--- src/rtl/gpc_pkg.sv ---
package gpc_pkg;

  localparam int MAX_EDGE_DEF = 128;
  localparam logic [7:0] EDGE_RST = 8'd100;

  typedef struct packed {
    logic cell_open;
    logic last_cell;
  } in_beat_t;

  typedef struct packed {
    logic conducts;
    logic shape_error;
  } out_beat_t;

  // neighbour direction codes
  localparam logic [1:0] DIR_UP    = 2'd0;
  localparam logic [1:0] DIR_DOWN  = 2'd1;
  localparam logic [1:0] DIR_LEFT  = 2'd2;
  localparam logic [1:0] DIR_RIGHT = 2'd3;

endpackage

--- src/rtl/gpc_nbr.sv ---
module gpc_nbr #(
  parameter int MAX_EDGE = gpc_pkg::MAX_EDGE_DEF,
  localparam int ADDR_W = $clog2(MAX_EDGE * MAX_EDGE),
  localparam int COL_W = $clog2(MAX_EDGE)
) (
  input  logic [1:0]        dir,
  input  logic [ADDR_W-1:0] p,
  input  logic [COL_W-1:0]  col,
  input  logic [ADDR_W-1:0] edge_n,
  input  logic [COL_W-1:0]  edge_m1,
  output logic              nb_valid,
  output logic [ADDR_W-1:0] nb_addr
);

  always_comb begin
    nb_valid = 1'b0;
    nb_addr  = p;
    case (dir)
      gpc_pkg::DIR_UP: begin
        nb_valid = (p >= edge_n);
        nb_addr  = p - edge_n;
      end
      gpc_pkg::DIR_DOWN: begin
        nb_valid = 1'b1;
        nb_addr  = p + edge_n;
      end
      gpc_pkg::DIR_LEFT: begin
        nb_valid = (col != '0);
        nb_addr  = p - ADDR_W'(1);
      end
      gpc_pkg::DIR_RIGHT: begin
        nb_valid = (col != edge_m1);
        nb_addr  = p + ADDR_W'(1);
      end
      default: begin
        nb_valid = 1'b0;
      end
    endcase
  end

endmodule

--- config.mk ---
export PLATFORM = sky130hd
export DESIGN_NAME = gpc_nbr
export DESIGN_NICKNAME = d
export VERILOG_FILES = /design/src/rtl/gpc_pkg.sv /design/src/rtl/gpc_nbr.sv
export SDC_FILE = /design/constraint.sdc
export NUM_CORES = 1
export LEC_CHECK = 0
export ABC_CLOCK_PERIOD_IN_PS = 6400
export BUFFER_PORTS_ARGS = -buffer_cell sky130_fd_sc_hd__buf_2
export CAP_MARGIN = 20
export CORE_UTILIZATION = 58
export DETAILED_ROUTE_END_ITERATION = 8
export PLACE_DENSITY = 0.91
export SLEW_MARGIN = 25
export SYNTH_ARGS = -nofsm -noshare
export SYNTH_HDL_FRONTEND = slang
export SYNTH_SLANG_ARGS = --single-unit
--- constraint.sdc ---
create_clock -name vclk -period 6.4
set_input_delay 1.28 -clock vclk [all_inputs]
set_output_delay 1.28 -clock vclk [all_outputs]
set_load 0.02 [all_outputs]
==> flow_summary.toml, run 1 <==
[die]
io_pins = 59
die-width_um = 55.5
core_area_um2 = 2730
die_h_um = 55.5
die_area_um2 = 3080
num_rows = 19
initial_core_util = 0.607

[cells_and_area]
area_growth_pct = 18.8
postLayoutCoreUtil = 0.721
nets = 367
clock_buffers = 0
n_sequential_cell = 0
instances_no_fill = 321
drive_above_1_share = 0.234
fillCellCount = 249
antennaDiodeCount = 0
ff_latch_area_um2 = 0

[sta]
fmax_mhz = 193
fin_hold_ws_ps = 3050
finalCriticalPeriod_ps = 5180
final.setup.tns_ps = 0
finalSetupViolCount = 0
finalMaxSlewViolations = 0
finalHoldViolCount = 0
tightest_slew_ps = 879
grt_setup_unrepaired = "no"
fin_crit_sh = 0.810
slew_headroom = 0.412

[logic_synthesis]
syn_inst = 237
synth_area_leaders = "ha_1, xnor2_1, a21oi_1"
ys_top_cells_by_count = "ha_1, a21oi_1, inv_1"
synth.avg_cell_area_um2 = 7.01
synth_nets = 312
synth_top_area_share = 0.219
post-synth-top-count-cell = "ha_1"
synth_area_leader_cell = "ha_1"
syn_area_um2 = 1660
synth_warnings = 0
ys_types = 49
ys_seq_area_frac = 0

[pwr]
p_sw_w = 0.000140
max-vdd-ir-drop_mv = 0.0884
p_comb_frac = 1.000
p_int_w = 0.000101
p_sw_frac = 0.580
clock_power_share = 0
p_per_area_nw_per_um2 = 123
p_leak_nw = 0.989
p_seq_frac = 0
totalPowerFinal_w = 0.000242

[placement]
dp_hpwl_um = 3690
finalWeightedCongestion = 0.964
io_buffers = 59
placedCellCount = 321

[global_route]
grt_usage = 0.291
overflow = 0
grt_pass1_vias = 1765
grt_pass1_wl_um = 7550
antenna_found_initial = 0
grt_max_degree = 21

[clocking]
cts_resized = 0
ctsHoldBuffers = 0
postCtsSetupBuffers = 0

[worst_setup_path]
worstPathRequired_ps = 5120
critical_path.max_fanout = 20
crit_start = "dir[1]"
setup.worst_path.class = "in -> out"
cp.arrival_ps = 3900
startpoint_type = "input port"
end_kind = "output pin"

[worst_hold_path]
min-delay-start = "col[5]"
hold_end = "nb_valid"
hp-class = "in -> out"
holdPathStages = 6

[routing]
wl_met2_um = 2110
antenna_left = 0
wl_met3_um = 292
wl_met1_um = 1930
wl_per_cell_um = 13.8
drt-initial-drc-count = 95
drc = 0
top_layer = "met4"
dr.pass1.iters = 4
vias = 1935
routed_wl_um = 4420
routed_via_density = 6.03

[flow_run]
max_cap_viol_count = 0

[run_status]
status = "finished, final reports clean"
==> kinds of logic (layout without fill, tap and decap cells) <==
family | count (synthesis) | in the layout | synth area share
fa+ha+maj | 31 | 31 | 0.243
compound gates | 81 | 81 | 0.321
simple gates | 66 | 66 | 0.206
mux | 4 | 4 | 0.0241
buf+inv | 28 | 81 | 0.0633
xor+xnor | 27 | 27 | 0.142
==> power groups by stage <==
stage	registers, W	clock network, W	logic (W)
floorplan	0	0	0.000173
detailed placement	0	0	0.000238
finish	0	0	0.000242
global placement	0	0	0.000233
CTS	0	0	0.000240
global route	0	0	0.000265
==> layer usage <==
metal | vias up | GRT usage
met4 | 0 | 0.0464
met3 | 10 | 0.0141
met2 | 78 | 0.534
met1 | 876 | 0.379
met5 | - | 0
li1 | 971 | -
==> worst max path at each step <==
stage / end
floorplan: nb_addr[12]
global placement: nb_addr[13]
detailed placement: nb_addr[13]
CTS: nb_addr[13]
global route: nb_addr[10]
finish: nb_addr[13]
==> layout make-up <==
class | count | area (µm²) | area share
repair buffers | 59 | 295 | 0.150
well taps | 31 | 38.8 | 0.0197
inverters | 22 | 82.6 | 0.0419
multi-input cells | 209 | 1560 | 0.789
==> stage by stage <==
step | setup slack [ps] | cell area [µm²]
floorplan | 1630 | 1660
global placement | 1390 | 1970
global route | 1060 | 1970
finish | 1220 | 1970
CTS | 1250 | 1970
detailed placement | 1270 | 1970
==> worst max-delay path, cell delays in order <==
cell and delay (ps):
buf_2 300, nand2_1 330, o21a_1 220, ha_1 270, a21o_1 190, and4_4 200
o21ai_4 190, o21ai_1 140, a211oi_2 270, xnor2_1 150, o221a_1 190, buf_2 160
==> placed cells by master, fill, tap and decap left out, drive strengths merged, types with 3 or more instances in the layout <==
master,instances
a211oi,4
a21o,4
a21oi,24
buf,59
ha,29
inv,22
mux2i,4
nand2,19
nand3,4
nand4,4
nor2,12
nor2b,4
nor3,4
nor4,4
o21a,12
o21ai,21
o31ai,3
or2,3
xnor2,14
xor2,13
Power figures use the tool's default switching activity.
==> inputs of run 2 (changes only) <==
--- a/config.mk
+++ b/config.mk
@@ -5,12 +5,13 @@
 export SDC_FILE = /design/constraint.sdc
 export NUM_CORES = 1
 export LEC_CHECK = 0
-export ABC_CLOCK_PERIOD_IN_PS = 6400
+export ABC_AREA = 1
+export ABC_CLOCK_PERIOD_IN_PS = 4690
 export BUFFER_PORTS_ARGS = -buffer_cell sky130_fd_sc_hd__buf_2
 export CAP_MARGIN = 20
-export CORE_UTILIZATION = 58
+export CORE_UTILIZATION = 51
 export DETAILED_ROUTE_END_ITERATION = 8
-export PLACE_DENSITY = 0.91
+export PLACE_DENSITY = 0.82
 export SLEW_MARGIN = 25
 export SYNTH_ARGS = -nofsm -noshare
 export SYNTH_HDL_FRONTEND = slang
==> constraint.sdc (replaced) <==
create_clock -name vclk -period 4.69
set_input_delay 0.938 -clock vclk [all_inputs]
set_output_delay 0.938 -clock vclk [all_outputs]
set_load 0.02 [all_outputs]
==> run 2 against run 1 <==
Sequential cell count did not move. Critical endpoint unchanged. First-iteration DRC count rose by 120%. Synthesized cell count rose by 75%. Sequential share of layout area did not move.
==> flow_summary.toml, run 2 <==
[cells_and_area]
final_common_cell = "nand2_1"
clock_buffers = 0
nets = 546
drive_above_1_share = 0.158
ff_latch_area_um2 = 0
most-common-layout-cells = "nand2_1, inv_1, buf_2"
n_sequential_cell = 0
area_growth_pct = 16.1
antennaDiodeCount = 0

[worst_setup_path]
startpoint_type = "input port"
max_stage_delay_ps = 360
worstPathRequired_ps = 3750
setup.worst_path.class = "in -> out"
end_kind = "output pin"
path_common_cell = "nand2_1"
cp_slowest_cell = "ha_1"
critical_path.max_fanout = 12
crit_path_cell_trace = "buf_2 > nand2_1 > inv_1 > a21oi_1 > ha_1 > nand2_1 > inv_1 > nand2_1 > nand2_1 > a21oi_1 > nand2_1 > nand2_1 > nand3_1 > nand2_1 > buf_2"
cp.arrival_ps = 2980

[placement]
dp_hpwl_um = 4970
finalWeightedCongestion = 0.883
dp_slack_ps = 827
io_buffers = 59

[logic_synthesis]
syn_inst = 414
ys_seq_area_frac = 0
post-synth-top-count-cell = "nand2_1"
ys_types = 31
synth_warnings = 0
synth_area_leader_cell = "nand2_1"
synth_nets = 489
synth_area_leaders = "nand2_1, ha_1, inv_1"
syn_area_um2 = 2080
ys_top_cells_by_count = "nand2_1, inv_1, nand3_1"
synth.avg_cell_area_um2 = 5.01
synth_top_area_share = 0.266

[die]
io_pins = 59
die_area_um2 = 4330
die_h_um = 65.8
core_area_um2 = 3770
die-width_um = 65.8
num_rows = 22
initial_core_util = 0.550

[global_route]
grt_usage = 0.270
grt_pass1_vias = 2223
grt_pass1_wl_um = 9370
grt_max_degree = 17
antenna_found_initial = 0
overflow = 0

[routing]
drc = 0
routed_wl_um = 5770
antenna_left = 0
drt-initial-drc-count = 206
vias = 2663
routed_via_density = 5.15
dr.pass1.iters = 5
wl_per_cell_um = 11.2

[sta]
fin_crit_sh = 0.835
fmax_mhz = 255
final.setup.tns_ps = 0
layout_setup_ws_ps = 775
grt_setup_unrepaired = "no"
tightest_slew_ps = 441
finalHoldViolCount = 0
slew_headroom = 0.705
finalSetupViolCount = 0
finalCriticalPeriod_ps = 3920
finalMaxSlewViolations = 0

[clocking]
ctsHoldBuffers = 0
postCtsSetupBuffers = 0
cts_resized = 0

[worst_hold_path]
hp-class = "in -> out"

[flow_run]
max_cap_viol_count = 0

[pwr]
max-vdd-ir-drop_mv = 0.0624
p_per_area_nw_per_um2 = 145
p_leak_nw = 1.55

[run_status]
status = "finished, final reports clean"
## run 2: changes by cell type in the layout (fill, tap and decap cells not counted), sizes merged, moves of 10 or more
cell,change
o21a,-12
xor2,-10
inv,+69
nand2,+129
nand3,+29
xnor2,-10
nor2,+20
## run 2: path summary, 6_finish.rpt
path / start / cells past startpoint / to / slack [ps]
worst max-delay path: dir[1] / 15 / nb_addr[13] / 770
worst min-delay path: edge_n[0] / 4 / nb_addr[0] / 2310
## run 2: critical path, delay by kind of cell
kind / cells / cell delay (ps)
buffers and inverters: 4 / 680
and+or+nand+nor: 8 / 620
AOI/OAI and AO/OA: 2 / 390
adders and majority gates: 1 / 360
## run 2: metal layers
metal / vias up / share of wire / GRT usage
li1: 1405 / - / -
met5: - / 0 / 0
met3: 7 / 0.071 / 0.00172
met2: 98 / 0.45 / 0.486
met4: 0 / 0.010 / 0.0245
met1: 1153 / 0.47 / 0.370
## run 2: cells by family after synthesis
group | Yosys count | synth area share
AND/OR/NAND/NOR | 231 | 0.471
AO/OA/AOI/OAI | 47 | 0.122
buffers and inverters | 97 | 0.178
multiplexers | 1 | 0.00482
XOR/XNOR | 7 | 0.0295
adder cells (fa/ha/maj) | 31 | 0.194
## run 2: power by group
group / switching, W / leakage [nW] / internal [W] / total, W
sequential: 0 / 0 / 0 / 0
combinational: 0.000223 / 1.55 / 0.000128 / 0.000350
clock: 0 / 0 / 0 / 0
## run 2: area by class of cell
cell class	instances	area [µm²]
fillers	381	1360
multi-input cells	317	1710
repair buffers	59	295
inverters	93	349
well taps	48	60.1
## run 2: through the flow
step / hold slack (ps) / cells / util / area [µm²] / total power (W)
5_1_grt: 2360 / 517 / 0.639 / 2410 / 0.000392
2_1_floorplan: 2110 / 414 / - / 2080 / 0.000249
6_report: 2310 / 517 / 0.639 / 2410 / 0.000350
3_5_place_dp: 2320 / 517 / 0.639 / 2410 / 0.000344
4_1_cts: 2320 / 517 / 0.639 / 2410 / 0.000346
3_3_place_gp: 2310 / 517 / 0.639 / 2410 / 0.000338
==> inputs of run 3 (changes only) <==
--- a/config.mk
+++ b/config.mk
@@ -6,12 +6,12 @@
 export NUM_CORES = 1
 export LEC_CHECK = 0
 export ABC_AREA = 1
-export ABC_CLOCK_PERIOD_IN_PS = 4690
+export ABC_CLOCK_PERIOD_IN_PS = 3750
 export BUFFER_PORTS_ARGS = -buffer_cell sky130_fd_sc_hd__buf_2
 export CAP_MARGIN = 20
-export CORE_UTILIZATION = 51
+export CORE_UTILIZATION = 56
 export DETAILED_ROUTE_END_ITERATION = 8
-export PLACE_DENSITY = 0.82
+export PLACE_DENSITY = 0.85
 export SLEW_MARGIN = 25
 export SYNTH_ARGS = -nofsm -noshare
 export SYNTH_HDL_FRONTEND = slang
==> constraint.sdc (replaced) <==
create_clock -name vclk -period 3.75
set_input_delay 0.75 -clock vclk [all_inputs]
set_output_delay 0.75 -clock vclk [all_outputs]
set_load 0.02 [all_outputs]
==> run 3 against run 2 <==
Largest cell class unchanged. Highest routed layer unchanged. Final area rose by 0.62%. Combinational power rose by 27%. Total power rose by 27%. Routed wire length rose by 4.3%. Setup slack got worse by 570 ps. Utilization rose by 6.5 points. Sequential cell count did not move.
==> flow_summary.toml, run 3 (synthesis gave the netlist of run 2 again) <==
[cells_and_area]
antennaDiodeCount = 0
nets = 547
postLayoutCoreUtil = 0.704
instances_no_fill = 516
n_sequential_cell = 0
clock_buffers = 0
area_growth_pct = 16.8
drive_above_1_share = 0.166
ff_latch_area_um2 = 0
most-common-layout-cells = "nand2_1, inv_1, buf_2"
final_common_cell = "nand2_1"

[routing]
routed_via_density = 5.27
routed_wl_um = 6020
wl_per_cell_um = 11.7
dr.pass1.iters = 5
drt-initial-drc-count = 210
vias = 2717
drc = 0
antenna_left = 0

[sta]
fin_crit_sh = 0.946
grt_setup_unrepaired = "no"
finalHoldViolCount = 0
final.setup.tns_ps = 0
fmax_mhz = 282
tightest_slew_ps = 465
finalCriticalPeriod_ps = 3550
slew_headroom = 0.689
finalMaxSlewViolations = 0
finalSetupViolCount = 0

[die]
num_rows = 21
initial_core_util = 0.603
die_h_um = 62.9
core_area_um2 = 3440
die_area_um2 = 3950
io_pins = 59
die-width_um = 62.9

[worst_setup_path]
end_kind = "output pin"
startpoint_type = "input port"
crit_start = "dir[1]"
worstPathRequired_ps = 3000
setup.worst_path.class = "in -> out"
critical_path.max_fanout = 6
cp.arrival_ps = 2800

[clocking]
ctsHoldBuffers = 0
postCtsSetupBuffers = 0
cts_resized = 0

[pwr]
p_leak_nw = 1.54
p_per_area_nw_per_um2 = 183
max-vdd-ir-drop_mv = 0.0972

[placement]
dp_hpwl_um = 5090
placedCellCount = 515
finalWeightedCongestion = 0.963
io_buffers = 59

[run_status]
status = "finished, final reports clean"

[global_route]
overflow = 0
grt_usage = 0.303
grt_max_degree = 17
grt_pass1_wl_um = 9890
antenna_found_initial = 0
grt_pass1_vias = 2354

[worst_hold_path]
hp-class = "in -> out"
min-delay-start = "edge_n[0]"

[flow_run]
max_cap_viol_count = 0
run 3: report_power, final:
part           leakage (nW)  internal (W)  switching (W)  total, W
combinational          1.54      0.000160       0.000284  0.000444
clock                     0             0              0         0
sequential                0             0              0         0
run 3: cell type report:
type | instances | area [µm²]
tap | 46 | 57.6
timing repair buffer | 59 | 295
fill | 329 | 1020
inverter | 93 | 357
multi-input combinational | 317 | 1710
timing repair inverter | 1 | 7.51
run 3: through the flow:
stage          instance area [µm²]  hold slack (ps)  worst slack, ps  power, W
2_1_floorplan                 2080             1730              733  0.000312
4_1_cts                       2410             1940              219  0.000435
6_report                      2420             1940              204  0.000444
3_3_place_gp                  2410             1940              307  0.000425
3_5_place_dp                  2410             1930              227  0.000433
5_1_grt                       2420             1970             33.1  0.000496
run 3: path summary, 6_finish.rpt:
check	endpoint	slack [ps]	cells after the start
worst max-delay path	nb_addr[13]	200	15
worst min-delay path	nb_addr[0]	1940	4
run 3: layer usage:
layer | track usage | vias up | part of all wire
met5 | 0 | - | 0
met4 | 0.0407 | 0 | 0.0066
met3 | 0.00365 | 6 | 0.081
met2 | 0.535 | 122 | 0.46
met1 | 0.415 | 1180 | 0.45
li1 | - | 1409 | -
run 3: critical path, cell delays in order:
cell	delay [ps]
buf_2	150
nand2_2	160
clkinvlp_4	210
a21oi_1	250
ha_1	310
nand2_1	100
inv_1	60
nand2_1	60
nand2_1	60
a21oi_1	180
nand2_1	70
nand2_1	60
nand3_1	110
nand2_1	100
buf_2	160
